File: config.mk
export PLATFORM = sky130hd
export DESIGN_NAME = sha256_message_hasher_unit
export DESIGN_NICKNAME = d
export VERILOG_FILES = /design/src/sha_pkg.sv /design/src/sha_ram.sv /design/src/sha_round.sv /design/src/sha256_message_hasher_unit.sv
export SDC_FILE = /design/constraint.sdc
export NUM_CORES = 2
export LEC_CHECK = 0
export BUFFER_PORTS_ARGS = -buffer_cell sky130_fd_sc_hd__buf_2
export CAP_MARGIN = 30
export CORE_UTILIZATION = 30
export CTS_BUF_LIST = sky130_fd_sc_hd__clkbuf_2 sky130_fd_sc_hd__clkbuf_4 sky130_fd_sc_hd__clkbuf_8
export DETAILED_ROUTE_END_ITERATION = 12
export PLACE_DENSITY = 0.52
export SYNTH_ARGS = -nofsm -noshare
export SYNTH_HDL_FRONTEND = slang
export SYNTH_SLANG_ARGS = --single-unit
export TNS_END_PERCENT = 100
File: constraint.sdc
create_clock -name clk_i -period 11.58 [get_ports clk_i]
set_clock_uncertainty 0.15 [all_clocks]
set_input_delay 1.158 -clock clk_i [delete_from_list [all_inputs] [get_ports clk_i]]
set_output_delay 1.158 -clock clk_i [all_outputs]
set_load 0.1 [all_outputs]
File: src/sha_pkg.sv
// Package: SHA-256 constants, types and round functions.
package sha_pkg;

  localparam int unsigned WordW = 32;
  localparam int unsigned BufDepth = 16;
  localparam int unsigned BufAw = 4;
  localparam int unsigned CntW = 61;

  typedef logic [WordW-1:0] word_t;

  typedef enum logic [6:0] {
    StIdle  = 7'b0000001,
    StLoad  = 7'b0000010,
    StRound = 7'b0000100,
    StFold  = 7'b0001000,
    StPad   = 7'b0010000,
    StEmit  = 7'b0100000,
    StInit  = 7'b1000000
  } state_e;

  function automatic word_t init_hash(input logic [2:0] i);
    word_t r;
    r = '0;
    unique case (i)
      3'd0: r = 32'h6a09e667;
      3'd1: r = 32'hbb67ae85;
      3'd2: r = 32'h3c6ef372;
      3'd3: r = 32'ha54ff53a;
      3'd4: r = 32'h510e527f;
      3'd5: r = 32'h9b05688c;
      3'd6: r = 32'h1f83d9ab;
      3'd7: r = 32'h5be0cd19;
      default: r = '0;
    endcase
    return r;
  endfunction

  localparam word_t RoundK [64] = '{
    32'h428a2f98, 32'h71374491, 32'hb5c0fbcf, 32'he9b5dba5,
    32'h3956c25b, 32'h59f111f1, 32'h923f82a4, 32'hab1c5ed5,
    32'hd807aa98, 32'h12835b01, 32'h243185be, 32'h550c7dc3,
    32'h72be5d74, 32'h80deb1fe, 32'h9bdc06a7, 32'hc19bf174,
    32'he49b69c1, 32'hefbe4786, 32'h0fc19dc6, 32'h240ca1cc,
    32'h2de92c6f, 32'h4a7484aa, 32'h5cb0a9dc, 32'h76f988da,
    32'h983e5152, 32'ha831c66d, 32'hb00327c8, 32'hbf597fc7,
    32'hc6e00bf3, 32'hd5a79147, 32'h06ca6351, 32'h14292967,
    32'h27b70a85, 32'h2e1b2138, 32'h4d2c6dfc, 32'h53380d13,
    32'h650a7354, 32'h766a0abb, 32'h81c2c92e, 32'h92722c85,
    32'ha2bfe8a1, 32'ha81a664b, 32'hc24b8b70, 32'hc76c51a3,
    32'hd192e819, 32'hd6990624, 32'hf40e3585, 32'h106aa070,
    32'h19a4c116, 32'h1e376c08, 32'h2748774c, 32'h34b0bcb5,
    32'h391c0cb3, 32'h4ed8aa4a, 32'h5b9cca4f, 32'h682e6ff3,
    32'h748f82ee, 32'h78a5636f, 32'h84c87814, 32'h8cc70208,
    32'h90befffa, 32'ha4506ceb, 32'hbef9a3f7, 32'hc67178f2
  };

  function automatic word_t rotr(input word_t x, input int unsigned n);
    return (x >> n) | (x << (WordW - n));
  endfunction

  function automatic word_t ssig0(input word_t x);
    return rotr(x, 7) ^ rotr(x, 18) ^ (x >> 3);
  endfunction

  function automatic word_t ssig1(input word_t x);
    return rotr(x, 17) ^ rotr(x, 19) ^ (x >> 10);
  endfunction

  function automatic word_t bsig0(input word_t x);
    return rotr(x, 2) ^ rotr(x, 13) ^ rotr(x, 22);
  endfunction

  function automatic word_t bsig1(input word_t x);
    return rotr(x, 6) ^ rotr(x, 11) ^ rotr(x, 25);
  endfunction

endpackage

File: src/sha_ram.sv
// Generic single-port-write, single-port-read RAM with registered read.
module sha_ram #(
  parameter int unsigned Width = 32,
  parameter int unsigned Depth = 16
) (
  input  logic                     clk_i,
  input  logic                     we_i,
  input  logic [$clog2(Depth)-1:0] waddr_i,
  input  logic [Width-1:0]         wdata_i,
  input  logic [$clog2(Depth)-1:0] raddr_i,
  output logic [Width-1:0]         rdata_o
);

  logic [Width-1:0] mem_q [Depth];

  always_ff @(posedge clk_i) begin
    if (we_i) begin
      mem_q[waddr_i] <= wdata_i;
    end
    rdata_o <= mem_q[raddr_i];
  end

endmodule

File: src/sha_round.sv
// Compression datapath: working variables a..h and one round per cycle while step_i is high.
module sha_round (
  input  logic               clk_i,
  input  logic               load_i,
  input  sha_pkg::word_t     init_i [8],
  input  logic               step_i,
  input  sha_pkg::word_t     kw_i,
  output sha_pkg::word_t     v_o [8]
);
  import sha_pkg::*;

  word_t v_q [8];
  word_t v_d [8];
  word_t t1, t2;

  always_comb begin
    t1 = v_q[7] + bsig1(v_q[4]) + ((v_q[4] & v_q[5]) ^ (~v_q[4] & v_q[6])) + kw_i;
    t2 = bsig0(v_q[0]) + ((v_q[0] & v_q[1]) ^ (v_q[0] & v_q[2]) ^ (v_q[1] & v_q[2]));
    v_d = v_q;
    if (load_i) begin
      v_d = init_i;
    end else if (step_i) begin
      v_d[7] = v_q[6];
      v_d[6] = v_q[5];
      v_d[5] = v_q[4];
      v_d[4] = v_q[3] + t1;
      v_d[3] = v_q[2];
      v_d[2] = v_q[1];
      v_d[1] = v_q[0];
      v_d[0] = t1 + t2;
    end
  end

  always_ff @(posedge clk_i) begin
    v_q <= v_d;
  end

  assign v_o = v_q;

endmodule

File: src/sha256_message_hasher_unit.sv
// Top level: byte-stream SHA-256 hasher with digest output stream.
// Usage:
//  Slave channel s_axis carries one message byte per word in tdata; tuser
//  flags that the byte is present and tlast ends the message.
//  Master channel m_axis returns the eight digest words h0..h7, tlast on h7.
//  A byte goes through accept, block-memory read, then merge and write
//  back; a word with neither flag set is only accepted.
//  On the 64th byte of a block, compression runs: a load step, rounds
//  0..15 (one read, then the round), rounds 16..63 (four schedule reads
//  on the one memory read port, the write-back of w, then the round),
//  and a fold into the hash.
//  End of message pads byte by byte (read, then merge and write back),
//  then writes the two length words, using one or two blocks, then emits
//  eight words, one per cycle while m_axis is ready; s_axis_tready stays
//  low until h7 is taken and the initial hash is reloaded.
//  A stall on m_axis holds the current word; nothing is lost.
//  Reset loads the initial hash, clears counters; the block memory needs
//  no clearing as padding writes every entry before a compression.
module sha256_message_hasher_unit (
  input  logic        clk_i,
  input  logic        rst_ni,
  input  logic        s_axis_tvalid,
  output logic        s_axis_tready,
  input  logic [7:0]  s_axis_tdata,   // [7:0] data_byte
  input  logic        s_axis_tuser,   // byte_present
  input  logic        s_axis_tlast,   // end_of_message
  output logic        m_axis_tvalid,
  input  logic        m_axis_tready,
  output logic [39:0] m_axis_tdata,   // [31:0] digest_word, [34:32] word_index, zero fill
  output logic        m_axis_tlast    // last_word
);
  import sha_pkg::*;

  typedef enum logic [3:0] {
    PhIdle = 4'b0001,
    PhRd   = 4'b0010,
    PhWr   = 4'b0100,
    PhDone = 4'b1000
  } ph_e;

  state_e st_q, st_d;
  ph_e    ph_q, ph_d;
  word_t  h_q [8];
  logic   [5:0] pos_q;
  logic   [CntW-1:0] cnt_q;
  logic   fin_q, lenblk_q, pend_q;
  logic   [7:0] byte_q;
  logic   [6:0] rnd_q;
  logic   [1:0] sub_q;
  logic   [2:0] oidx_q;
  word_t  w_q;

  logic   we;
  logic   [BufAw-1:0] waddr, raddr;
  word_t  wdata, rdata;

  // block memory doubles as the rolling schedule window
  sha_ram #(.Width(WordW), .Depth(BufDepth)) u_buf (
    .clk_i, .we_i(we), .waddr_i(waddr), .wdata_i(wdata),
    .raddr_i(raddr), .rdata_o(rdata)
  );

  logic   rload, rstep;
  word_t  v [8];
  word_t  kw;
  sha_round u_round (
    .clk_i, .load_i(rload), .init_i(h_q), .step_i(rstep), .kw_i(kw), .v_o(v)
  );

  logic [63:0] bits;
  logic [5:0]  t6;
  logic [4:0]  shift;
  word_t       merged;

  assign bits  = {cnt_q, 3'b000};
  assign t6    = rnd_q[5:0];
  assign shift = 5'(24 - 8 * pos_q[1:0]);
  assign merged = (pos_q[1:0] == 2'd0 ? '0 : rdata) | (word_t'(byte_q) << shift);
  assign kw    = RoundK[t6] + w_q;

  assign s_axis_tready = (st_q == StIdle) && !pend_q;
  assign m_axis_tvalid = (st_q == StEmit);
  assign m_axis_tdata  = {5'd0, oidx_q, h_q[oidx_q]};
  assign m_axis_tlast  = (oidx_q == 3'd7);

  logic in_acc, out_acc;
  assign in_acc  = s_axis_tvalid && s_axis_tready;
  assign out_acc = m_axis_tvalid && m_axis_tready;

  // byte step: read word, merge (old word dropped at word start), write
  // round step sub 0..3: read x[t], x[t-15], x[t-2], x[t-7]; then write w
  always_comb begin
    we = 1'b0;
    waddr = pos_q[5:2];
    wdata = merged;
    raddr = pos_q[5:2];
    rload = 1'b0;
    rstep = 1'b0;
    if (st_q == StRound) begin
      unique case (sub_q)
        2'd0: raddr = t6[3:0];
        2'd1: raddr = 4'(t6 - 6'd15);
        2'd2: raddr = 4'(t6 - 6'd2);
        2'd3: raddr = 4'(t6 - 6'd7);
        default: raddr = t6[3:0];
      endcase
    end else if (st_q == StLoad) begin
      rload = 1'b1;
    end
    if ((st_q == StIdle || st_q == StPad) && ph_q == PhWr) begin
      we = 1'b1;
    end
    if (st_q == StRound && rnd_q[6]) begin
      rstep = 1'b1;
    end
    if (st_q == StPad && lenblk_q) begin
      we = 1'b1;
      waddr = sub_q[0] ? 4'd15 : 4'd14;
      wdata = sub_q[0] ? bits[31:0] : bits[63:32];
    end
    if (st_q == StRound && !rnd_q[6] && sub_q == 2'd3 && ph_q == PhDone) begin
      we = 1'b1;
      waddr = t6[3:0];
      wdata = w_q;
    end
  end

  word_t x0_q, x15_q, x2_q;

  always_ff @(posedge clk_i or negedge rst_ni) begin
    if (!rst_ni) begin
      st_q <= StInit;
      ph_q <= PhIdle;
      pos_q <= '0;
      cnt_q <= '0;
      fin_q <= 1'b0;
      lenblk_q <= 1'b0;
      pend_q <= 1'b0;
      rnd_q <= '0;
      sub_q <= '0;
      oidx_q <= '0;
      byte_q <= '0;
      w_q <= '0;
      x0_q <= '0;
      x15_q <= '0;
      x2_q <= '0;
    end else begin
      unique case (st_q)
        StInit: begin
          st_q <= StIdle;
        end
        StIdle: begin
          unique case (ph_q)
            PhIdle: begin
              if (in_acc) begin
                fin_q <= s_axis_tlast;
                if (s_axis_tuser) begin
                  byte_q <= s_axis_tdata;
                  cnt_q <= cnt_q + 1'b1;
                  ph_q <= PhRd;
                  pend_q <= 1'b1;
                end else if (s_axis_tlast) begin
                  byte_q <= 8'h80;
                  st_q <= StPad;
                  ph_q <= PhRd;
                  pend_q <= 1'b1;
                end
              end
            end
            PhRd: ph_q <= PhWr;
            PhWr: begin
              pos_q <= pos_q + 1'b1;
              if (pos_q == 6'd63) begin
                // pad byte ready in case the message ends here
                byte_q <= 8'h80;
                ph_q <= PhIdle;
                st_q <= StLoad;
              end else if (fin_q) begin
                byte_q <= 8'h80;
                st_q <= StPad;
                ph_q <= PhRd;
              end else begin
                ph_q <= PhIdle;
                pend_q <= 1'b0;
              end
            end
            default: ph_q <= PhIdle;
          endcase
        end
        StPad: begin
          if (lenblk_q) begin
            if (sub_q[0]) begin
              sub_q <= '0;
              pos_q <= '0;
              st_q <= StLoad;
            end else begin
              sub_q <= sub_q + 1'b1;
            end
          end else begin
            unique case (ph_q)
              PhRd: ph_q <= PhWr;
              PhWr: begin
                byte_q <= 8'h00;
                pos_q <= pos_q + 1'b1;
                if (pos_q == 6'd55) begin
                  lenblk_q <= 1'b1;
                  ph_q <= PhIdle;
                end else if (pos_q == 6'd63) begin
                  st_q <= StLoad;
                  ph_q <= PhIdle;
                end else begin
                  ph_q <= PhRd;
                end
              end
              default: ph_q <= PhRd;
            endcase
          end
        end
        StLoad: begin
          rnd_q <= '0;
          sub_q <= '0;
          ph_q <= PhRd;
          st_q <= StRound;
        end
        StRound: begin
          if (rnd_q[6]) begin
            // apply round with w_q, then next
            rnd_q <= {1'b0, 6'(t6 + 6'd1)};
            sub_q <= '0;
            ph_q <= PhRd;
            if (t6 == 6'd63) begin
              st_q <= StFold;
            end
          end else begin
            // read pipeline: data read for sub k appears in the PhWr phase of sub k
            unique case (ph_q)
              PhRd: begin
                ph_q <= PhWr;
              end
              PhWr: begin
                unique case (sub_q)
                  2'd0: begin
                    x0_q <= rdata;
                    if (t6 < 6'd16) begin
                      w_q <= rdata;
                      rnd_q[6] <= 1'b1;
                    end else begin
                      sub_q <= 2'd1;
                      ph_q <= PhRd;
                    end
                  end
                  2'd1: begin
                    x15_q <= rdata;
                    sub_q <= 2'd2;
                    ph_q <= PhRd;
                  end
                  2'd2: begin
                    x2_q <= rdata;
                    sub_q <= 2'd3;
                    ph_q <= PhRd;
                  end
                  2'd3: begin
                    w_q <= x0_q + ssig0(x15_q) + rdata + ssig1(x2_q);
                    ph_q <= PhDone;
                  end
                  default: sub_q <= '0;
                endcase
              end
              PhDone: begin
                // w_q is written back to the window in this cycle
                ph_q <= PhIdle;
                rnd_q[6] <= 1'b1;
              end
              default: ph_q <= PhRd;
            endcase
          end
        end
        StFold: begin
          pos_q <= '0;
          if (lenblk_q) begin
            lenblk_q <= 1'b0;
            fin_q <= 1'b0;
            oidx_q <= '0;
            st_q <= StEmit;
          end else if (fin_q) begin
            ph_q <= PhRd;
            st_q <= StPad;
          end else begin
            ph_q <= PhIdle;
            pend_q <= 1'b0;
            st_q <= StIdle;
          end
        end
        StEmit: begin
          if (out_acc) begin
            oidx_q <= oidx_q + 1'b1;
            if (oidx_q == 3'd7) begin
              cnt_q <= '0;
              pend_q <= 1'b0;
              ph_q <= PhIdle;
              st_q <= StInit;
            end
          end
        end
        default: st_q <= StInit;
      endcase
    end
  end

  // chaining value; reloaded in the init step
  always_ff @(posedge clk_i or negedge rst_ni) begin
    if (!rst_ni) begin
      for (int i = 0; i < 8; i++) h_q[i] <= init_hash(3'(i));
    end else if (st_q == StInit) begin
      for (int i = 0; i < 8; i++) h_q[i] <= init_hash(3'(i));
    end else if (st_q == StFold) begin
      for (int i = 0; i < 8; i++) h_q[i] <= h_q[i] + v[i];
    end
  end

`ifndef NO_ASSERTIONS
  a_no_out_in_busy: assert property (@(posedge clk_i) disable iff (!rst_ni)
    m_axis_tvalid |-> !s_axis_tready) else $error("out while accepting");
  a_hold: assert property (@(posedge clk_i) disable iff (!rst_ni)
    (m_axis_tvalid && !m_axis_tready) |=> $stable(oidx_q)) else $error("index moved");
  a_last: assert property (@(posedge clk_i) disable iff (!rst_ni)
    (m_axis_tvalid && m_axis_tready && m_axis_tlast) |=> !m_axis_tvalid)
    else $error("extra word");
`endif

endmodule

==> impl_metrics.json <==
{
  "core-area_mm2": 0.266,
  "r2r_cells": 38,
  "syn_area_mm2": 0.0804,
  "power.density_mw_per_mm2": 162,
  "tightest_slew_ns": 1.14,
  "grt_pass1_vias": 59000,
  "arrival_ns": 10.86,
  "wl_per_cell_um": 26.0,
  "ioPinCount": 57,
  "crit_path_start": "rnd_q[1]",
  "cts_tree": "built",
  "synth-edff-count": 768,
  "fin_crit_sh_pct": 87.8,
  "area_delta_synth_final_pct": 12.3,
  "fin_nets": 8148,
  "worstHoldPathType": "in -> reg",
  "critPathKind": "reg -> reg",
  "max_slew_margin_pct": 24.2,
  "dpl_cell_area_mm2": 0.0849,
  "holdPathStages": 3,
  "status": "complete, no violations",
  "rr_startpoint": "rnd_q[1]",
  "r2r_end": "u_round.v_o[255]",
  "drc": 0,
  "clk_latency_ns": 1.03,
  "ys_seq_area_share_pct": 44.8,
  "cp-start-kind": "register",
  "cts_root_buffer": "clkbuf_8",
  "via_per_inst": 5.35,
  "track_usage_pct": 21.3,
  "fin_area_mm2": 0.0903,
  "clk_pin_slew_worst_paths_ns": 0.06,
  "die_h_um": 520,
  "finalSetupTns_ns": 0,
  "max_cap_violations": 0,
  "dieArea_mm2": 0.270,
  "fmax_mhz": 98.4,
  "ant_nets": 0,
  "timing_hold_violations_final": 0,
  "grt_pass1_wl_mm": 422,
  "clockBufferDepth": 3,
  "htree_levels": 4,
  "ff2ff_setup_slack_ns": 1.42,
  "synthArstFlopShare_pct": 37.7,
  "gp_congestion": 0.957,
  "cp_slowest_cell": "dfrtp_1",
  "drt_iter0_markers": 5907,
  "max-vdd-ir-drop_v": 0.000111,
  "holdPathEnd": "byte_q[3]",
  "critPathMaxStageDelay_ns": 0.79,
  "synth_ff_type": "edfxtp_1",
  "drt_first_pass_iters": 6,
  "drive_above_1_share_pct": 15.1,
  "hpwl_mm": 210,
  "die_x_um": 520,
  "cts_buffers": 228,
  "leakagePower_nw": 36.5,
  "start_util_pct": 30.2,
  "min-delay-start": "s_axis_tdata[3]",
  "fin_crit_ns": 10.16,
  "synth.avg_cell_area_um2": 10.7,
  "antenna_found_initial": 12,
  "required_ns": 12.28,
  "cp-end-kind": "register",
  "overflow": 0,
  "synth_cell_types": 103,
  "post_synth_inst_count": 7480,
  "yosys_warnings": 0,
  "grt_max_degree": 158,
  "post-cts-setup-buffers": 0,
  "route.vias.total": 60400,
  "clock-sinks": 1285,
  "rsz0062_at_grt": "no",
  "synth_seq_cells": 1285,
  "path_max_fanout": 19,
  "cts_resized": 0,
  "finalSetupViolations": 0,
  "drv_slew": 0,
  "fin_util_pct": 34.0,
  "routed_wl_mm": 294,
  "fillCellCount": 26800,
  "core.rowCount": 189,
  "io_buffers": 51
}
## cells in the final DEF (no fill, tap or decap), types with 27 or more instances in the layout
cell | synthesis | layout
or3_1 | 40 | 40
a31oi_1 | 71 | 71
o21a_1 | 46 | 46
dfrtp_1 | 347 | 341
fa_1 | 195 | 195
nand2_1 | 1043 | 1040
buf_2 | 19 | 55
dfstp_2 | 138 | 138
ha_1 | 401 | 400
nor2_1 | 444 | 426
nor2b_1 | 89 | 89
xor2_1 | 234 | 234
nand3_1 | 99 | 99
nand2b_1 | 73 | 73
clkbuf_8 | 0 | 266
clkbuf_4 | 0 | 97
clkinv_2 | 0 | 30
buf_4 | 15 | 115
xnor2_1 | 398 | 398
mux4_2 | 196 | 196
nor3_1 | 102 | 102
a211oi_1 | 99 | 99
o31ai_1 | 35 | 35
a21o_1 | 178 | 178
dfxtp_1 | 32 | 32
a21oi_1 | 557 | 554
o21bai_1 | 64 | 64
o21ai_1 | 45 | 54
and3_1 | 52 | 52
mux2i_1 | 99 | 99
o21ai_0 | 429 | 419
edfxtp_1 | 768 | 768
nand4_1 | 27 | 27
mux2_2 | 147 | 147
a221oi_1 | 43 | 43
inv_1 | 302 | 302
## synth_stat cells, drive strengths merged (27+ instances only)
master / n / area [um^2]
o31ai: 36 / 275
mux2: 147 / 1660
a21o: 178 / 1340
mux4: 196 / 4410
xor2: 234 / 2050
nand2b: 73 / 457
nand2: 1045 / 3930
xnor2: 398 / 3490
dfrtp: 347 / 8680
nor3: 104 / 537
fa: 195 / 3900
clkbuf: 283 / 1060
o21ai: 475 / 2380
or3: 40 / 250
a211oi: 101 / 768
edfxtp: 768 / 23100
nand3: 100 / 505
nor2b: 89 / 557
a21oi: 558 / 2800
o21a: 46 / 345
a31oi: 71 / 444
dfstp: 138 / 3630
inv: 304 / 1140
o21bai: 64 / 480
and3: 52 / 325
mux2i: 99 / 991
dfxtp: 32 / 641
ha: 401 / 5020
a221oi: 47 / 437
nor2: 449 / 1700
nand4: 27 / 169
buf: 76 / 365
## worst max-delay path: cells and delay by family, from the launching register on
family / cells / cell delay, ns
AO/OA/AOI/OAI: 17 / 3.60
adder cells (fa/ha/maj): 7 / 3.13
buffers and inverters: 4 / 0.61
AND/OR/NAND/NOR: 8 / 1.10
flip-flops: 1 / 0.79
XOR/XNOR: 2 / 0.59
## sequential cells by signal, indices dropped and copies added, names as in the netlist, 7 cells and up
name	flops
byte_q	8
cnt_q	61
h_q	256
rnd_q	7
st_q	7
u_buf.mem_q	512
u_buf.rdata_o	32
u_round.v_o	256
w_q	32
x0_q	32
x15_q	32
x2_q	32
## routing by layer
layer	global-route usage [%]	part of all wire, %	routed length (um)	vias to the layer above
met2	33.6	45	133000	2093
met3	3.39	6.5	19000	388
met4	6.49	3.0	8900	0
li1	-	-	-	27200
met1	29.9	45	132000	30700
met5	0	0	0	-
## kinds of logic after synthesis
logic type | after synthesis | synth area share, %
AND/OR/NAND/NOR | 2055 | 11.2
AO/OA/AOI/OAI | 1781 | 13.7
flip-flops | 1285 | 44.8
buffers and inverters | 665 | 3.20
XOR/XNOR | 633 | 6.91
adder cells (fa/ha/maj) | 618 | 11.4
multiplexers | 442 | 8.78
other | 1 | 0.00467
## power breakdown
part	switching, W	internal, W	leakage (nW)	total (W)
registers	0.000163	0.00528	13.5	0.00545
clock network	0.00217	0.00264	2.78	0.00480
logic	0.00293	0.00148	20.2	0.00441
## worst max path at each step
stage / to / slack, ns / cells past startpoint
floorplan: u_round.v_o[255] / 3.04 / 38
global placement: u_round.v_o[126] / 1.47 / 37
detailed placement: u_round.v_o[126] / 1.59 / 37
CTS: u_round.v_o[126] / 1.51 / 37
global route: u_round.v_o[126] / 0.87 / 37
finish: u_round.v_o[255] / 1.42 / 38
## cell type report
| cell class | count | area, um^2 | area share [%] |
|---|---|---|---|
| Sequential cell | 1285 | 36000 | 39.9 |
| Multi-Input combinational cell | 5534 | 42000 | 46.5 |
| Tap cell | 3533 | 4420 | 4.90 |
| Clock inverter | 73 | 880 | 0.974 |
| Inverter | 306 | 1150 | 1.27 |
| Timing Repair Buffer | 183 | 1370 | 1.52 |
| Clock buffer | 363 | 4390 | 4.86 |
| Antenna cell | 9 | 22.5 | 0.0249 |
## stage by stage
step                cells  setup slack, ns  hold WS [ns]  total power (W)
floorplan            7484             3.04         0.300          0.00847
global placement    10800             1.47         0.312          0.00987
detailed placement  10800             1.59         0.323          0.00989
CTS                 11300             1.51         0.122           0.0147
global route        11300            0.867         0.179           0.0153
finish              11300             1.42         0.216           0.0147
## repair_timing
item                       CTS  global route
hold buffers                 1             0
setup endpoints to repair    0             0
hold endpoints to repair    26             0
No activity file was read; power rests on OpenSTA's default activity.
